`config.mk`:
```
export PLATFORM = sky130hd
export DESIGN_NAME = lcd_controller_serial_writer
export DESIGN_NICKNAME = d
export VERILOG_FILES = /design/src/rtl/lcdsw_pkg.sv /design/src/rtl/lcdsw_front.sv /design/src/rtl/lcdsw_queue.sv /design/src/rtl/lcdsw_back.sv /design/src/rtl/lcd_controller_serial_writer.sv
export SDC_FILE = /design/constraint.sdc
export NUM_CORES = 1
export LEC_CHECK = 0
export BUFFER_PORTS_ARGS = -buffer_cell sky130_fd_sc_hd__buf_2
export CORE_MARGIN = 2
export CORE_UTILIZATION = 45
export CTS_CLUSTER_DIAMETER = 60
export CTS_CLUSTER_SIZE = 16
export DETAILED_ROUTE_END_ITERATION = 10
export GPL_TIMING_DRIVEN = 0
export SLEW_MARGIN = 20
export SYNTH_ARGS = -nofsm -noshare
export SYNTH_HDL_FRONTEND = slang
export SYNTH_SLANG_ARGS = --single-unit
```
`constraint.sdc`:
```
create_clock -name clk -period 4.1 [get_ports clk]
set_input_delay 0.205 -clock clk [delete_from_list [all_inputs] [get_ports clk]]
set_output_delay 0.205 -clock clk [all_outputs]
set_load 0.03 [all_outputs]
```
`src/rtl/lcdsw_pkg.sv`:
```
// ----------------------------------------------------------------------------
// lcdsw_pkg
// Types and constants shared by the segment-LCD serial writer modules.
// ----------------------------------------------------------------------------
package lcdsw_pkg;

	// Frame ID codes, sent MSB first ahead of a command or a data frame.
	localparam logic [2:0] ID_CMD  = 3'b100;
	localparam logic [2:0] ID_DATA = 3'b101;

	localparam int FRAME_W = 17;
	localparam int CNT_W   = 5;

	// Number of bits sent for each kind of item.
	localparam logic [CNT_W-1:0] LEN_CMD       = 5'd12;
	localparam logic [CNT_W-1:0] LEN_DATA_OPEN = 5'd17;
	localparam logic [CNT_W-1:0] LEN_DATA      = 5'd8;

	// Input kinds carried on the slave-side tuser.
	localparam logic FUNC_CMD  = 1'b0;
	localparam logic FUNC_DATA = 1'b1;

	// One classified item: bits left aligned, sent from the top down.
	typedef struct packed {
		logic [FRAME_W-1:0] bits;
		logic [CNT_W-1:0]   len;
		logic               frame_end;
	} desc_t;

endpackage

```
`src/rtl/lcdsw_front.sv`:
```
// ----------------------------------------------------------------------------
// lcdsw_front
// Accepts input words, tracks whether a data frame is open and builds the
// bit sequence each word will send.
// ----------------------------------------------------------------------------
module lcdsw_front (
	input  logic                 clk,
	input  logic                 arst_n,
	input  logic                 s_tvalid,
	output logic                 s_tready,
	input  logic [15:0]          s_tdata,   // payload[7:0], address[13:8], zeros[15:14]
	input  logic                 s_tuser,   // func
	input  logic                 s_tlast,   // final_byte
	input  logic                 q_full,
	output logic                 push,
	output lcdsw_pkg::desc_t     desc
);

	logic       frame_open_q;
	logic [7:0] payload;
	logic [5:0] address;

	assign payload  = s_tdata[7:0];
	assign address  = s_tdata[13:8];
	assign s_tready = !q_full;
	assign push     = s_tvalid && s_tready;

	always_comb begin
		desc = '0;
		unique case (s_tuser)
			lcdsw_pkg::FUNC_CMD: begin
				// A command closes any open data frame by releasing chip select.
				desc.bits      = {lcdsw_pkg::ID_CMD, payload, 1'b0, 5'b0};
				desc.len       = lcdsw_pkg::LEN_CMD;
				desc.frame_end = 1'b1;
			end
			lcdsw_pkg::FUNC_DATA: begin
				if (frame_open_q) begin
					desc.bits = {payload, 9'b0};
					desc.len  = lcdsw_pkg::LEN_DATA;
				end else begin
					desc.bits = {lcdsw_pkg::ID_DATA, address, payload};
					desc.len  = lcdsw_pkg::LEN_DATA_OPEN;
				end
				desc.frame_end = s_tlast;
			end
			default: desc = '0;
		endcase
	end

	always_ff @(posedge clk or negedge arst_n) begin
		if (!arst_n) begin
			frame_open_q <= 1'b0;
		end else if (push) begin
			frame_open_q <= (s_tuser == lcdsw_pkg::FUNC_DATA) && !s_tlast;
		end
	end

endmodule

```
`src/rtl/lcdsw_queue.sv`:
```
// ----------------------------------------------------------------------------
// lcdsw_queue
// Two-entry queue of classified items between the front and the serializer.
// ----------------------------------------------------------------------------
module lcdsw_queue (
	input  logic             clk,
	input  logic             arst_n,
	input  logic             push,
	input  lcdsw_pkg::desc_t wr_desc,
	output logic             full,
	output logic             q_valid,
	input  logic             pop,
	output lcdsw_pkg::desc_t rd_desc
);

	lcdsw_pkg::desc_t mem_q [2];
	logic             wr_ptr_q;
	logic             rd_ptr_q;
	logic [1:0]       count_q;

	assign full    = (count_q == 2'd2);
	assign q_valid = (count_q != 2'd0);
	assign rd_desc = mem_q[rd_ptr_q];

	always_ff @(posedge clk) begin
		if (push) begin
			mem_q[wr_ptr_q] <= wr_desc;
		end
	end

	always_ff @(posedge clk or negedge arst_n) begin
		if (!arst_n) begin
			wr_ptr_q <= 1'b0;
			rd_ptr_q <= 1'b0;
			count_q  <= 2'd0;
		end else begin
			if (push) begin
				wr_ptr_q <= !wr_ptr_q;
			end
			if (pop) begin
				rd_ptr_q <= !rd_ptr_q;
			end
			case ({push, pop})
				2'b10:   count_q <= count_q + 2'd1;
				2'b01:   count_q <= count_q - 2'd1;
				default: count_q <= count_q;
			endcase
		end
	end

endmodule

```
`src/rtl/lcdsw_back.sv`:
```
// ----------------------------------------------------------------------------
// lcdsw_back
// Serializer: shifts each queued item out one bit per output word, MSB first,
// through a registered output stage.
// ----------------------------------------------------------------------------
module lcdsw_back (
	input  logic             clk,
	input  logic             arst_n,
	input  logic             q_valid,
	input  lcdsw_pkg::desc_t rd_desc,
	output logic             pop,
	output logic             m_tvalid,
	input  logic             m_tready,
	output logic [7:0]       m_tdata,   // serial_bit[0], zeros[7:1]
	output logic             m_tuser,   // frame_end
	output logic             m_tlast    // last
);

	logic [lcdsw_pkg::FRAME_W-1:0] shift_q;
	logic [lcdsw_pkg::CNT_W-1:0]   cnt_q;
	logic                          end_q;
	logic                          out_valid_q;
	logic                          out_bit_q;
	logic                          out_end_q;
	logic                          out_last_q;
	logic                          advance;
	logic                          busy;

	assign advance = !out_valid_q || m_tready;
	assign busy    = (cnt_q != '0);
	assign pop     = advance && !busy && q_valid;

	assign m_tvalid = out_valid_q;
	assign m_tdata  = {7'b0, out_bit_q};
	assign m_tuser  = out_end_q;
	assign m_tlast  = out_last_q;

	always_ff @(posedge clk or negedge arst_n) begin
		if (!arst_n) begin
			cnt_q       <= '0;
			out_valid_q <= 1'b0;
		end else if (advance) begin
			if (busy) begin
				cnt_q       <= cnt_q - 1'b1;
				out_valid_q <= 1'b1;
			end else if (q_valid) begin
				cnt_q       <= rd_desc.len - 1'b1;
				out_valid_q <= 1'b1;
			end else begin
				out_valid_q <= 1'b0;
			end
		end
	end

	// Bit and flag registers carry payload only and need no reset.
	always_ff @(posedge clk) begin
		if (advance) begin
			if (busy) begin
				out_bit_q  <= shift_q[lcdsw_pkg::FRAME_W-1];
				shift_q    <= {shift_q[lcdsw_pkg::FRAME_W-2:0], 1'b0};
				out_last_q <= (cnt_q == 5'd1);
				out_end_q  <= end_q && (cnt_q == 5'd1);
			end else if (q_valid) begin
				out_bit_q  <= rd_desc.bits[lcdsw_pkg::FRAME_W-1];
				shift_q    <= {rd_desc.bits[lcdsw_pkg::FRAME_W-2:0], 1'b0};
				end_q      <= rd_desc.frame_end;
				out_last_q <= (rd_desc.len == 5'd1);
				out_end_q  <= rd_desc.frame_end && (rd_desc.len == 5'd1);
			end
		end
	end

endmodule

```
`src/rtl/lcd_controller_serial_writer.sv`:
```
// ----------------------------------------------------------------------------
// lcd_controller_serial_writer
// Three-wire segment-LCD write serializer: command and data words in, one
// strobed bit per output word out.
// ----------------------------------------------------------------------------
// A taken word passes through the queue and then the registered output stage.
// Throughput: one output word per cycle while the receiver does not stall; an input
// word sends 12 bits for a command, 17 for a data byte that opens a frame and
// 8 otherwise. Up to two classified words wait in the queue.
// Reset (arst_n low) empties the queue and the shifter and closes any frame.
module lcd_controller_serial_writer (
	input  logic        clk,
	input  logic        arst_n,
	input  logic        s_tvalid,
	output logic        s_tready,
	input  logic [15:0] s_tdata,   // payload[7:0], address[13:8], zeros[15:14]
	input  logic        s_tuser,   // func
	input  logic        s_tlast,   // final_byte
	output logic        m_tvalid,
	input  logic        m_tready,
	output logic [7:0]  m_tdata,   // serial_bit[0], zeros[7:1]
	output logic        m_tuser,   // frame_end
	output logic        m_tlast    // last
);

	lcdsw_pkg::desc_t wr_desc;
	lcdsw_pkg::desc_t rd_desc;
	logic             push;
	logic             pop;
	logic             q_full;
	logic             q_valid;

	lcdsw_front u_front (
		.clk      (clk),
		.arst_n   (arst_n),
		.s_tvalid (s_tvalid),
		.s_tready (s_tready),
		.s_tdata  (s_tdata),
		.s_tuser  (s_tuser),
		.s_tlast  (s_tlast),
		.q_full   (q_full),
		.push     (push),
		.desc     (wr_desc)
	);

	lcdsw_queue u_queue (
		.clk     (clk),
		.arst_n  (arst_n),
		.push    (push),
		.wr_desc (wr_desc),
		.full    (q_full),
		.q_valid (q_valid),
		.pop     (pop),
		.rd_desc (rd_desc)
	);

	lcdsw_back u_back (
		.clk      (clk),
		.arst_n   (arst_n),
		.q_valid  (q_valid),
		.rd_desc  (rd_desc),
		.pop      (pop),
		.m_tvalid (m_tvalid),
		.m_tready (m_tready),
		.m_tdata  (m_tdata),
		.m_tuser  (m_tuser),
		.m_tlast  (m_tlast)
	);

endmodule

```
Word-level counts from Yosys, hierarchy flattened
Memory sizes are Yosys's and may differ from the RTL's.
Index checks and enable logic that the tools add are counted.
Widths: inputs -> output; s select.
- bits in registers: 31
- latch bits: 0
- RAM bits: 46
- memory bits (read-only): 0
- output and inout port bits: 12
- logic and storage cells: 60
- memories kept: 1
- memory list (memory ; words ; width ; read ports ; clocked after Yosys merged registers in ; wr ports ; RTL line ; RTL):
    u_queue.mem_q ; 2 ; 23 ; 1 ; 0 ; 1 ; lcdsw_queue.sv:16 ; lcdsw_pkg::desc_t mem_q [2];
- add/subtract/negate cells: 4
- multipliers: 0
- divide/modulo/power cells: 0
- $lt $le $gt $ge: 0
- eq/ne operators: 5
- shift-type cells: 0
- multiplexer cells: 17
- bitwise logic cells: 2
- reduce and logical (&&, ||, !) cells: 19
- operator list (kind ; number):
    $pmux 23 s2 ; 1
    $mux 17 ; 2
    $mux 22 ; 1
    $eq 5x1->1 const B ; 2
    $mux 1 ; 10
    $mux 5 ; 2
    $sub 5x1->5 const B ; 2
    $logic_and 1x1->1 ; 6
    $logic_not 1->1 ; 6
    $reduce_bool 2->1 ; 3
    $reduce_bool 5->1 ; 1
    $eq 2x2->1 const B ; 2
    $pmux 2 s2 ; 1
    $reduce_and 3->1 ; 1
    $add 2x1->2 const B ; 1
    $eq 2x1->1 const B ; 1
    $not 1->1 ; 2
    $reduce_and 2->1 ; 1
    $sub 2x1->2 const B ; 1
    $logic_or 1x1->1 ; 1

Logic depth before layout (Yosys ltp)
- depth after elaboration: 6
- depth in mapped cells: 8
- depth with buffers taken out: 8

Cells and area by module
From an unflattened synthesis, not the netlist that was laid out.
- cell total of the unflattened synthesis: 275
- area, all modules: 3651.0 sq um
- modules (own cells, without submodules) (module ; instances ; cells an instance ; area each (sq um) ; sequential area each (sq um)):
    lcdsw_queue ; 1 ; 88 ; 1949.4 ; 1481.4
    lcdsw_back ; 1 ; 142 ; 1410.1 ; 750.7
    lcdsw_front ; 1 ; 45 ; 291.5 ; 25.0

Least setup slack after synthesis
OpenSTA, ideal clock, no wires.
- path kind: register to register
- start: reg u_queue.count_q[0]
- end: mem u_queue.mem_q[0][0] (netlist bit) (enable)
- setup time: 0.399 ns
- data arrival time: 1.859 ns
- data required time: 3.701 ns
- path slack: 1.842 ns
- stages on the path, launching flop included: 4
- path buffers: 0
- clock period less this slack: 2.258 ns
- cell sequence: dfrtp_1 > nand2b_1 > nand2_1 > nor2_1
- word-level cells in the longest chain between the ends: 5
- ends and longest elaborated chain (what ; RTL line ; RTL):
    start: declaration ; lcdsw_queue.sv:19 ; logic [1:0] count_q;
    start signal: assignment ; lcdsw_queue.sv:44 ; 2'b10: count_q <= count_q + 2'd1;
    start signal: assignment ; lcdsw_queue.sv:45 ; 2'b01: count_q <= count_q - 2'd1;
    start signal: assignment ; lcdsw_queue.sv:46 ; default: count_q <= count_q;
    $eq 2x2->1 ; lcdsw_queue.sv:21 ; assign full = (count_q == 2'd2);
    $logic_not 1->1 ; lcdsw_front.sv:25 ; assign s_tready = !q_full;
    via s_tready ; lcd_controller_serial_writer.sv:15 ; output logic s_tready,
    $logic_and 1x1->1 ; lcdsw_front.sv:26 ; assign push = s_tvalid && s_tready;
    $mux 1 ; lcdsw_queue.sv:26 ; if (push) begin
    $mux 1 (implied by the code) ; lcdsw_queue.sv:27 ; mem_q[wr_ptr_q] <= wr_desc;
    end: declaration ; lcdsw_queue.sv:16 ;
The timed path passes the listed nets, and every way through them passes these cells.

Final worst setup path
- start: reg u_back.cnt_q[0] (netlist bit)
- end: reg u_back.cnt_q[0] (netlist bit)
- word-level cells in the longest chain between the ends: 3
- elaborated cells between the ends (all ways): 5
- ends and longest elaborated chain (what ; RTL line ; RTL):
    start: declaration ; lcdsw_back.sv:20 ; logic [lcdsw_pkg::CNT_W-1:0] cnt_q;
    start signal: assignment ; lcdsw_back.sv:44 ; cnt_q <= cnt_q - 1'b1;
    start signal: assignment ; lcdsw_back.sv:47 ; cnt_q <= rd_desc.len - 1'b1;
    branches (longest 3 deep; another with $sub 5x1->5) ; - ;
Several ways; the timed one is not identified.
A chain may end at the register's enable or synchronous reset.

==> flow_metrics.py <==
metrics = {
    "timing": {
        "worstMarginPinSlew_ns": 1.01,
        "fmax_mhz": 484,
        "rsz0062_at_grt": "false",
        "finalClockSkew_ns": 0.00648,
        "timing.final.crit_share_pct": 50.4,
        "max-slew-margin-rel_pct": 32.7,
        "final-hold-violation-count": 0,
        "fin_crit_ns": 2.07,
        "tns_ns": 0,
        "layout_setup_ws_ns": 2.03,
        "setup_viol": 0,
        "slew_viol_final": 0,
    },
    "yosys": {
        "synth_top_area_share_pct": 57.7,
        "yosysTopAreaCell": "edfxtp_1",
        "synth_edf_count": 62,
        "yosysMostFrequentCell": "edfxtp_1",
        "syn_inst": 239,
        "syn_area_per_cell_um2": 13.5,
        "ys_ff_latch": 73,
        "syn_area_um2": 3230,
        "synthArstFlopShare_pct": 15.1,
        "ys_types": 36,
        "ys.flop_type": "edfxtp_1",
        "ys_seq_area_share_pct": 66.2,
        "synth_commonest_cells": "edfxtp_1 (62), nor2_1 (32), a21oi_1 (25), mux2i_1 (25)",
        "synthTopCellsByArea": "edfxtp_1 (58%), dfrtp_1 (8.5%), mux2i_1 (7.7%)",
        "ys_warn_count": 0,
    },
    "grt": {
        "grt_max_degree": 27,
        "antenna_found_initial": 0,
        "track_usage_pct": 16.7,
        "grt_overflow": 0,
        "first_global_vias": 1886,
        "grt_pass1_wl_mm": 9.45,
    },
    "place": {
        "dpl.cell_count": 365,
        "place_ws_ns": 2.02,
        "hpwl_mm": 3.95,
        "port_buffers": 23,
        "gp_congestion": 0.777,
    },
    "clocking": {
        "cts_setup_buffers": 0,
        "path_clk_slew_ns": 0.07,
        "htree_levels": 3,
        "cts.path.max_buffers": 2,
        "cts_tree": "done",
        "root_buffer": "clkbuf_8",
        "cts.sinks": 73,
        "numCtsBuffers": 9,
        "clk_latency_ns": 0.34,
    },
    "hold_path": {
        "hp-class": "in -> reg",
        "whs_path_depth": 3,
    },
    "layout": {
        "layout.nets": 308,
        "layout.filler_cells": 580,
        "instances_no_fill": 382,
        "drive_above_1_share_pct": 23.1,
        "finish.utilization_pct": 54.6,
        "seq_area_um2": 2140,
        "num_antenna_cells": 0,
        "multi_input_area_um2": 970,
        "syn_to_final_growth_pct": 16.0,
    },
    "route": {
        "drt_iter0_drc": 58,
        "wl_mm": 5.65,
        "first_pass_iters": 4,
        "wire_per_inst_um": 14.8,
        "drc": 0,
        "via_per_inst": 4.81,
        "detail-route-antenna-nets": 0,
        "vias": 1836,
    },
    "setup_path": {
        "r2r_cells": 6,
        "required_ns": 4.37,
        "criticalPathCategory": "reg -> reg",
        "crit_path_end_kind": "register",
        "critical_path_arrival_ns": 2.33,
        "path_max_fanout": 26,
        "cp-start-kind": "register",
    },
    "floorplan": {
        "num_rows": 30,
        "die_x_um": 88.7,
        "core-area_um2": 6870,
        "start_util_pct": 47.0,
        "die_area_um2": 7870,
        "die_y_um": 88.7,
        "pin_count": 34,
    },
    "status": {
        "status": "completed",
    },
    "pwr": {
        "p_per_area_nw_per_um2": 621,
        "vdd_drop_max_mv": 0.274,
        "leakagePower_nw": 1.53,
    },
    "job": {
        "maxCapViolCount": 0,
    },
}
## state kept, by name (all words and copies together), names as in the netlist
signal / count
u_queue.count_q: 2
u_back.cnt_q: 5
u_front.frame_open_q: 1
u_back.shift_q: 16
u_back.end_q: 1
u_back.out_bit_q: 1
u_back.m_tlast: 1
u_back.m_tvalid: 1
u_queue.rd_ptr_q: 1
u_queue.wr_ptr_q: 1
u_queue.mem_q: 42
u_back.m_tuser: 1
## power by group
| part | total [mW] | leakage [nW] | internal, mW | switching (mW) |
|---|---|---|---|---|
| Combinational | 0.592 | 0.707 | 0.233 | 0.359 |
| Clock | 0.634 | 0.115 | 0.374 | 0.260 |
| Sequential | 1.10 | 0.709 | 1.02 | 0.0824 |
| Total | 2.33 | 1.53 | 1.63 | 0.702 |
## layer usage
metal	vias up	part of all wire, %	global-route usage (%)
met5	-	0	0
met4	0	1.9	8.26
met3	8	2.8	3.08
met2	36	44	24.4
met1	866	51	23.9
li1	926	-	-
## worst max-delay path, stage by stage (launching register included)
cell and delay [ns]:
dfrtp_1 0.40, inv_1 0.11, ha_1 0.25, nor4b_4 0.16, a21oi_4 0.64, o21ai_0 0.25
a21oi_2 0.19
## cell usage in the layout (no fill, tap or decap), types with 2 or more instances in the layout
master / count
a21oi_1: 25
mux2i_1: 25
nand2_1: 6
dfrtp_1: 11
clkbuf_8: 11
bufinv_16: 2
xor2_1: 3
clkinv_2: 2
nor2_1: 31
o21ai_0: 6
o211ai_1: 2
buf_2: 27
a22o_1: 2
and2_1: 3
edfxtp_1: 62
ha_1: 5
buf_6: 2
inv_1: 9
clkbuf_1: 2
nand2b_1: 3
o21a_1: 2
and3_1: 2
xnor2_1: 3
buf_4: 11
conb_1: 7
nand3_1: 2
nand3b_1: 2
nor3_1: 3
## cell type report
type,instances,share of cell area [%]
inverter,9,0.902
buffer,18,3.24
multi-input combinational,145,25.9
sequential,73,57.0
tap,96,3.21
timing repair buffer,25,3.64
clock buffer,11,4.04
clock inverter,5,2.07
## worst paths after layout
kind                                                   start                               end  slack, ns
worst min-delay path                                 s_tlast  u_front.frame_open_q$_DFFE_PN0N_       0.17
max in group asynchronous                             arst_n       u_back.cnt_q[0]$_DFFE_PN0P_       3.60
min in group asynchronous                             arst_n       u_back.m_tvalid$_DFFE_PN0N_       0.28
worst max-delay path             u_back.cnt_q[0]$_DFFE_PN0P_       u_back.cnt_q[0]$_DFFE_PN0P_       2.03
worst max register to register   u_back.cnt_q[0]$_DFFE_PN0P_       u_back.cnt_q[0]$_DFFE_PN0P_       2.03
worst min register to register  u_queue.wr_ptr_q$_DFFE_PN0N_      u_queue.wr_ptr_q$_DFFE_PN0N_       0.52
## logic make-up (layout without fill, tap and decap cells)
logic type               Yosys count  count (layout)  synth area share [%]
other                              1               7                 0.116
adder cells (fa/ha/maj)            5               5                  1.94
AO/OA/AOI/OAI                     41              41                  7.44
flip-flops                        73              73                  66.2
XOR/XNOR                           6               6                  1.63
multiplexers                      26              26                  8.10
buffers and inverters             27              68                  4.80
AND/OR/NAND/NOR                   60              60                  9.80
## metrics by stage
step                instance area, um^2  hold WS (ns)  power [mW]
finish                             3750         0.172        2.33
global route                       3750         0.185        2.46
CTS                                3750         0.166        2.35
detailed placement                 3510         0.103        1.71
global placement                   3490         0.103        1.69
floorplan                          3250       -0.0906        1.54
## repair_timing
item | in CTS | in global routing
endpoints found under the hold margin | 11 | 0
setup endpoints to repair | 0 | 0
hold buffers | 1 | 0
gates resized for setup | 0 | 0
Note: power is estimated with default switching activity, not from simulation.
